File: src/rtl/core/rbf_pkg.sv
// Shared constants, types and tap arithmetic for the 3x3 RGB blur filter.
// Depends on nothing; every other file of the block but rbf_ram imports it.
package rbf_pkg;

	localparam int MAX_WIDTH  = 4096;
	localparam int COL_W      = $clog2(MAX_WIDTH);
	localparam int EW_W       = COL_W + 1;
	localparam int MAX_HEIGHT = 4096;
	localparam int ROW_W      = $clog2(MAX_HEIGHT);
	localparam int EH_W       = ROW_W + 1;
	localparam int CFG_W      = 13;
	localparam int IDX_W      = 2;
	localparam int CH_W       = 8;
	localparam int PIX_W      = 3 * CH_W;
	localparam int COORD_W    = 12;
	localparam int RST_WIDTH  = 640;
	localparam int RST_HEIGHT = 480;

	localparam int QDEPTH = 4;
	localparam int QPTR_W = $clog2(QDEPTH);
	localparam int QCNT_W = QPTR_W + 1;

	// floor(k*s/167) is computed as (s * k * RECIP) >> RECIP_SH, exact for k*s below 61680.
	localparam int RECIP    = 6279;
	localparam int RECIP_SH = 20;
	localparam int KMUL_CORNER = 17 * RECIP;
	localparam int KMUL_EDGE   = 19 * RECIP;
	localparam int KMUL_CENTER = 23 * RECIP;
	localparam int KMUL_W   = 18;
	localparam int PROD_W   = CH_W + KMUL_W;
	localparam int TAP_W    = 6;
	localparam int SUM_W    = TAP_W + 4;

	typedef enum logic [IDX_W-1:0] {
		REG_FRAME_WIDTH  = 2'd0,
		REG_FRAME_HEIGHT = 2'd1
	} reg_idx_t;

	typedef logic [PIX_W-1:0] pixel_t;
	typedef logic [2:0][2:0][PIX_W-1:0] window_t;

	// One queue entry: the window seen when an item arrived and which results it releases.
	typedef struct packed {
		window_t          win;
		logic [COL_W-1:0] col;
		logic [ROW_W-1:0] row;
		logic [3:0]       mask;
	} job_t;

	function automatic logic [KMUL_W-1:0] kmul_at(input int i, input int j);
		logic [KMUL_W-1:0] k;
		if (i == 1 && j == 1) begin
			k = KMUL_W'(KMUL_CENTER);
		end else if (i == 1 || j == 1) begin
			k = KMUL_W'(KMUL_EDGE);
		end else begin
			k = KMUL_W'(KMUL_CORNER);
		end
		return k;
	endfunction

	function automatic logic [TAP_W-1:0] tap_div(input logic [CH_W-1:0] s,
		input logic [KMUL_W-1:0] k);
		logic [PROD_W-1:0] p;
		p = PROD_W'(s) * PROD_W'(k);
		return TAP_W'(p >> RECIP_SH);
	endfunction

endpackage

File: src/rtl/core/rbf_back.sv
// Back end: expands each job into its results, weights the taps and sums them,
// holding the result in an output register. Depends on rbf_pkg.
module rbf_back
	import rbf_pkg::*;
(
	input  logic               clk,
	input  logic               arst_n,
	input  logic               q_not_empty,
	input  job_t               q_head,
	output logic               q_pop,
	output logic               out_valid,
	input  logic               out_ready,
	output logic [CH_W-1:0]    out_red,
	output logic [CH_W-1:0]    out_green,
	output logic [CH_W-1:0]    out_blue,
	output logic [COORD_W-1:0] out_col,
	output logic [COORD_W-1:0] out_row,
	output logic               frame_done
);
	logic             adv, take, last_of_job, ox, oy, left_edge, top_edge;
	logic [3:0]       done_q, remain, sel;
	window_t          taps;
	logic [COL_W-1:0] px;
	logic [ROW_W-1:0] py;

	logic             v_s1, v_s2, v_s3;
	window_t          taps_s1;
	logic [COL_W-1:0] px_s1, px_s2;
	logic [ROW_W-1:0] py_s1, py_s2;
	logic             fd_s1, fd_s2;
	logic [2:0][2:0][2:0][TAP_W-1:0] tv_s2;
	logic [SUM_W-1:0] sum [3];

	assign adv  = !v_s3 || out_ready;
	assign take = adv && q_not_empty;

	always_comb begin
		remain = q_head.mask & ~done_q;
		sel    = remain & (~remain + 4'd1);
		last_of_job = (remain & ~sel) == '0;
		q_pop  = take && last_of_job;
		ox     = sel[1] || sel[3];
		oy     = sel[2] || sel[3];
		left_edge = !ox && (q_head.col == COL_W'(1));
		top_edge  = !oy && (q_head.row == ROW_W'(1));
		px = ox ? q_head.col : q_head.col - COL_W'(1);
		py = oy ? q_head.row : q_head.row - ROW_W'(1);
		// Taps outside the frame or the window are zeroed, which drops their weight.
		for (int i = 0; i < 3; i++) begin
			for (int j = 0; j < 3; j++) begin
				taps[i][j] = '0;
				if ((i + int'(oy)) <= 2 && (j + int'(ox)) <= 2 &&
					!(left_edge && j == 0) && !(top_edge && i == 0)) begin
					taps[i][j] = q_head.win[i + int'(oy)][j + int'(ox)];
				end
			end
		end
	end

	always_ff @(posedge clk or negedge arst_n) begin
		if (!arst_n) begin
			done_q <= '0;
			v_s1   <= 1'b0;
			v_s2   <= 1'b0;
			v_s3   <= 1'b0;
		end else if (adv) begin
			v_s1 <= take;
			v_s2 <= v_s1;
			v_s3 <= v_s2;
			if (take) begin
				done_q <= last_of_job ? '0 : (done_q | sel);
			end
		end
	end

	always_ff @(posedge clk) begin
		if (adv) begin
			taps_s1 <= taps;
			px_s1   <= px;
			py_s1   <= py;
			fd_s1   <= sel[3];
			for (int ch = 0; ch < 3; ch++) begin
				for (int i = 0; i < 3; i++) begin
					for (int j = 0; j < 3; j++) begin
						tv_s2[ch][i][j] <= tap_div(taps_s1[i][j][PIX_W-1-CH_W*ch -: CH_W],
							kmul_at(i, j));
					end
				end
			end
			px_s2 <= px_s1;
			py_s2 <= py_s1;
			fd_s2 <= fd_s1;
			out_red    <= CH_W'(sum[0]);
			out_green  <= CH_W'(sum[1]);
			out_blue   <= CH_W'(sum[2]);
			out_col    <= COORD_W'(px_s2);
			out_row    <= COORD_W'(py_s2);
			frame_done <= fd_s2;
		end
	end

	always_comb begin
		for (int ch = 0; ch < 3; ch++) begin
			sum[ch] = '0;
			for (int i = 0; i < 3; i++) begin
				for (int j = 0; j < 3; j++) begin
					sum[ch] = sum[ch] + SUM_W'(tv_s2[ch][i][j]);
				end
			end
		end
	end

	assign out_valid = v_s3;
endmodule

File: config.mk
export PLATFORM = sky130hd
export DESIGN_NAME = rbf_back
export DESIGN_NICKNAME = d
export VERILOG_FILES = /design/src/rtl/core/rbf_pkg.sv /design/src/rtl/core/rbf_back.sv
export SDC_FILE = /design/constraint.sdc
export NUM_CORES = 2
export LEC_CHECK = 0
export ABC_AREA = 1
export BUFFER_PORTS_ARGS = -buffer_cell sky130_fd_sc_hd__clkbuf_2
export CORE_UTILIZATION = 65
export CTS_BUF_LIST = sky130_fd_sc_hd__clkbuf_16
export DETAILED_ROUTE_END_ITERATION = 8
export PLACE_DENSITY = 0.83
export SKIP_CTS_REPAIR_TIMING = 1
export SYNTH_ARGS = -nofsm -noshare
export SYNTH_HDL_FRONTEND = slang
export SYNTH_SLANG_ARGS = --single-unit
export TNS_END_PERCENT = 20
File: constraint.sdc
create_clock -name clk -period 13.9 [get_ports clk]
set_input_delay 0.695 -clock clk [delete_from_list [all_inputs] [get_ports clk]]
set_output_delay 0.695 -clock clk [all_outputs]
set_load 0.1 [all_outputs]
* After elaboration in Yosys (flattened, before gate mapping)
Index checks and enable logic that the tools add are counted.
** Operators by class
- Add/sub/neg operators :: 31
- Multiply operators :: 27
- Magnitude comparators :: 12
- Equality and inequality tests :: 2
- Mux-type cells :: 38
- Bitwise gates (word level) :: 7
- Reduce and logical (&&, ||, !) cells :: 29
** Operators by type and width (count)
- 8-bit by 18-bit multiplier with 26-bit output :: 27
- 24-bit two-way mux :: 18
- 72-bit two-way mux :: 6
- 24-bit binary-select mux with 2-bit select :: 6
- 72-bit binary-select mux with 2-bit select :: 2
- 8-bit by 6-bit adder with 8-bit output :: 18
- 32-bit by 3-bit less-or-equal comparator with 1-bit output (second input constant) :: 4
- 18-bit two-way mux :: 3
- 7-bit by 6-bit adder with 8-bit output :: 3
- 12-bit by 1-bit == test with 1-bit output (second input constant) :: 2
- 12-bit two-way mux :: 2
- 12-bit by 1-bit subtractor with 12-bit output (second input constant) :: 2
- 6-bit by 6-bit adder with 7-bit output :: 3
- 1-bit logical AND :: 19
- 4-bit AND :: 3
- 4-bit NOT :: 3
- 2-bit by 1-bit adder with 3-bit output (first input constant) :: 2
- 1-bit by 3-bit less-than comparator with 1-bit output (second input constant) :: 2
- 2-bit by 3-bit less-than comparator with 1-bit output (second input constant) :: 2
- 3-bit less-than comparator (second input constant) :: 2
- 1-bit zero test :: 5
- 1-bit by 1-bit adder with 2-bit output (first input constant) :: 2
- 4-bit by 1-bit adder with 4-bit output (second input constant) :: 1
- 1-bit by 2-bit less-or-equal comparator with 1-bit output (second input constant) :: 2
- 5 further kinds :: 7
** Word-level totals
- Register bits :: 484
- Input bits :: 248
- Output and inout port bits :: 51
- Word-level logic and storage cells :: 198

* Logic depth before layout (Yosys ltp)
- Depth after elaboration :: 13
- Depth in mapped cells :: 19
- Gate-level depth less buffers :: 19

* Worst setup path before layout
OpenSTA, ideal clock, no wires.
- Path type :: register -> output
- From :: reg v_s3 (netlist: out_valid)
- To :: out q_pop
- Arrival time :: 11970 ps
- Data required time :: 13205 ps
- Path slack :: 1235 ps
- Stages on the path, launching flop included :: 8
- Path buffers :: 0
- Cell sequence :: dfrtp_1 inv_1 nor2_1 inv_1 nand2_1 inv_1 nand2_1 inv_1
** On the way
- Cells in the longest elaborated chain, start to end :: 4
** Ends and longest elaborated chain
- start, declared :: line rbf_back.sv:26 : logic v_s1, v_s2, v_s3;
- start signal, assigned :: line rbf_back.sv:69 : v_s3 <= v_s2;
- 1-bit zero test :: line rbf_back.sv:34 : assign adv = !v_s3 || out_ready;
- 1-bit logical OR :: line rbf_back.sv:34
- 1-bit logical AND :: line rbf_back.sv:35 : assign take = adv && q_not_empty;
- 1-bit logical AND :: line rbf_back.sv:41 : q_pop = take && last_of_job;
- end, declared :: line rbf_back.sv:10 : output logic q_pop,
No other way between the ends.

* Worst setup path after layout
- From :: reg taps_s1[149] (netlist bit)
- To :: reg tv_s2[145] (netlist bit) (data pin)
** On the way
- Cells in the longest elaborated chain, start to end :: 1
** Ends and longest elaborated chain
- start, declared :: line rbf_back.sv:27 : window_t taps_s1;
- start signal, assigned :: line rbf_back.sv:78 : taps_s1 <= taps;
- 8-bit by 18-bit multiplier with 26-bit output :: line rbf_pkg.sv:65 : p = PROD_W'(s) * PROD_W'(k);
- end signal, assigned by index :: line rbf_back.sv:85 : tv_s2[ch][i][j] <= tap_div(taps_s1[i][j][PIX_W-1-CH_W*ch -: CH_W],
- end, declared :: line rbf_back.sv:31 : logic [2:0][2:0][2:0][TAP_W-1:0] tv_s2;
No other way between the ends.
A chain may end at the register's enable or synchronous reset.

==> results.json <==
{
  "ys_seq_area_share_pct": 18.5,
  "required_ps": 14300,
  "synth-seq-cells": 484,
  "maxCapViolCount": 0,
  "cts.sinks": 484,
  "wl_per_cell_um": 20.0,
  "cp-start-kind": "register",
  "tritoncts": "yes",
  "layout_min_cycle_time_ps": 4360,
  "portBuffers": 298,
  "fin_crit_sh_pct": 31.4,
  "routed_via_density": 5.77,
  "io_pins": 299,
  "synth.avg_cell_area_sq_um": 8.17,
  "setup_viol": 0,
  "initial_utilization_pct": 66.0,
  "synth_warnings": 0,
  "drc": 0,
  "final_common_cell": "nand2_1",
  "cts_buffer_depth": 3,
  "grt_max_degree": 124,
  "place.gp.congestion": 1.04,
  "die_w_um": 349,
  "clock_skew_ps": 43.2,
  "rows": 126,
  "grt_pass1_vias": 65900,
  "drt_pass1_iterations": 8,
  "mostFrequentLayoutCells": "nand2_1, inv_1, ha_1",
  "core_sq_mm": 0.119,
  "setup_tns_ps": 0,
  "die_area_sq_mm": 0.122,
  "drive_above_1_share_pct": 4.66,
  "numCtsBuffers": 55,
  "num_vias": 66600,
  "synth.distinct_cells": 52,
  "crit_type": "register to register",
  "crit_arrival_ps": 4770,
  "cts_htree_levels": 2,
  "ant_nets": 0,
  "status": "completed",
  "slew_viol_final": 0,
  "drt-initial-drc-count": 5426,
  "rsz0062_at_grt": "no",
  "hold_class": "primary input to register",
  "synth_nets": 12200,
  "slew_headroom_pct": 6.83,
  "clk_pin_slew_ps": 70,
  "grtUsageTotal_pct": 37.7,
  "mappedNetlistArea_sq_mm": 0.0783,
  "overflow": 0,
  "area_growth_pct": 6.61,
  "antenna_found_initial": 24,
  "grt_pass1_wl_mm": 354,
  "tightest_slew_ps": 1390,
  "worstPathMaxFanout": 6,
  "syn_inst": 9590,
  "finalNetCount": 12500,
  "hold_viol": 0,
  "place_hpwl_mm": 198,
  "dieHeight_um": 349,
  "insertion_delay_ps": 690,
  "timing.fmax_mhz": 229,
  "wl_mm": 230,
  "critPathCaptureType": "register",
  "cts_root_buf": "clkbuf_16"
}
synth_stat cells, drive strengths merged:
| library cell | count | area (sq um) |
|---|---|---|
| nand2 | 2018 | 7610 |
| inv | 1940 | 7280 |
| ha | 1716 | 21500 |
| nor2 | 657 | 2470 |
| fa | 645 | 12900 |
| a21oi | 558 | 2800 |
| edfxtp | 477 | 14300 |
| o21ai | 417 | 2100 |
| nand3 | 407 | 2060 |
| nand4 | 210 | 1320 |
| nor3 | 102 | 515 |
| a21o | 77 | 578 |
| o21bai | 70 | 526 |
| buf | 65 | 417 |
| mux2i | 46 | 460 |
| xor2 | 40 | 350 |
| or2 | 31 | 194 |
| a31oi | 14 | 87.6 |
| xnor2 | 12 | 105 |
| a21boi | 11 | 82.6 |
| o21a | 10 | 75.1 |
| and2 | 9 | 56.3 |
| clkbuf | 9 | 33.8 |
| nor3b | 9 | 72.6 |
| dfrtp | 7 | 175 |
| nand3b | 6 | 45.0 |
| o31ai | 5 | 37.5 |
| nor4 | 4 | 25.0 |
| a211oi | 3 | 22.5 |
| and3 | 3 | 18.8 |
| nor2b | 3 | 18.8 |
| o211ai | 3 | 22.5 |
| a31o | 2 | 17.5 |
| nor4b | 2 | 17.5 |
| a22oi | 1 | 7.51 |
| o22ai | 1 | 6.26 |
path summary, 6_finish.rpt:
check                        startpoint    endpoint  slack (ps)  cells past startpoint
min in group asynchronous        arst_n   out_valid         430                      2
hold / removal                q_head[5]    py_s1[1]         330                      3
setup / recovery           taps_s1[149]  tv_s2[145]        9540                     12
hold reg to reg                py_s1[9]    py_s2[9]         410                      0
max in group asynchronous        arst_n   done_q[2]       13250                      2
setup reg to reg           taps_s1[149]  tv_s2[145]        9540                     12
cell families after synthesis:
family          after synthesis  share of synthesized area (%)
simple gates               3461                           18.4
flops                       484                           18.5
xor+xnor                     52                          0.581
mux                          46                          0.588
compound gates             1172                           8.13
buf+inv                    2014                           9.87
fa+ha+maj                  2361                           43.9
stage by stage:
step / hold slack [ps] / utilization, % / worst slack [ps] / instance area [sq um] / std cells
6_report: 332 / 70.3 / 9540 / 83500 / 11500
2_1_floorplan: 399 / - / 1230 / 78300 / 9590
4_1_cts: -160 / 70.3 / 9610 / 83500 / 11500
3_3_place_gp: 401 / 68.7 / 9450 / 81500 / 11400
5_1_grt: 351 / 70.3 / 9360 / 83500 / 11500
3_5_place_dp: 405 / 68.7 / 9360 / 81500 / 11400
cell type report:
type	count	area [sq um]
multi-input combinational	7092	56100
clock inverter	48	551
antenna	12	30.0
clock buffer	56	1400
inverter	1940	7290
timing repair buffer	315	1620
tap	1600	2000
fill	9699	35200
sequential	484	14500
critical path: stages (launching register included):
cell and delay (ps):
edfxtp_1 520, fa_1 670, inv_1 90, fa_1 530, inv_1 50, fa_1 460, fa_1 390, ha_1 350
a21oi_1 210, a21boi_0 280, a21boi_0 200, o21ai_0 250, nand2_1 70
registers in the layout, summed over array words and instances, names as in the netlist, 12 cells and up:
name,flops
taps_s1,216
py_s1,12
out_row,12
out_col,12
px_s1,12
px_s2,12
py_s2,12
tv_s2,162
metal layers:
layer / wire (um) / vias to the layer above / GRT usage (%)
li1: - / 32000 / -
met1: 92300 / 31300 / 47.3
met2: 104000 / 2748 / 61.4
met3: 21600 / 598 / 8.52
met4: 12400 / 24 / 18.1
met5: 148 / - / 0
Power is not shown: default switching activity piles up to over one toggle a cycle in this logic, so the estimate is an artifact.
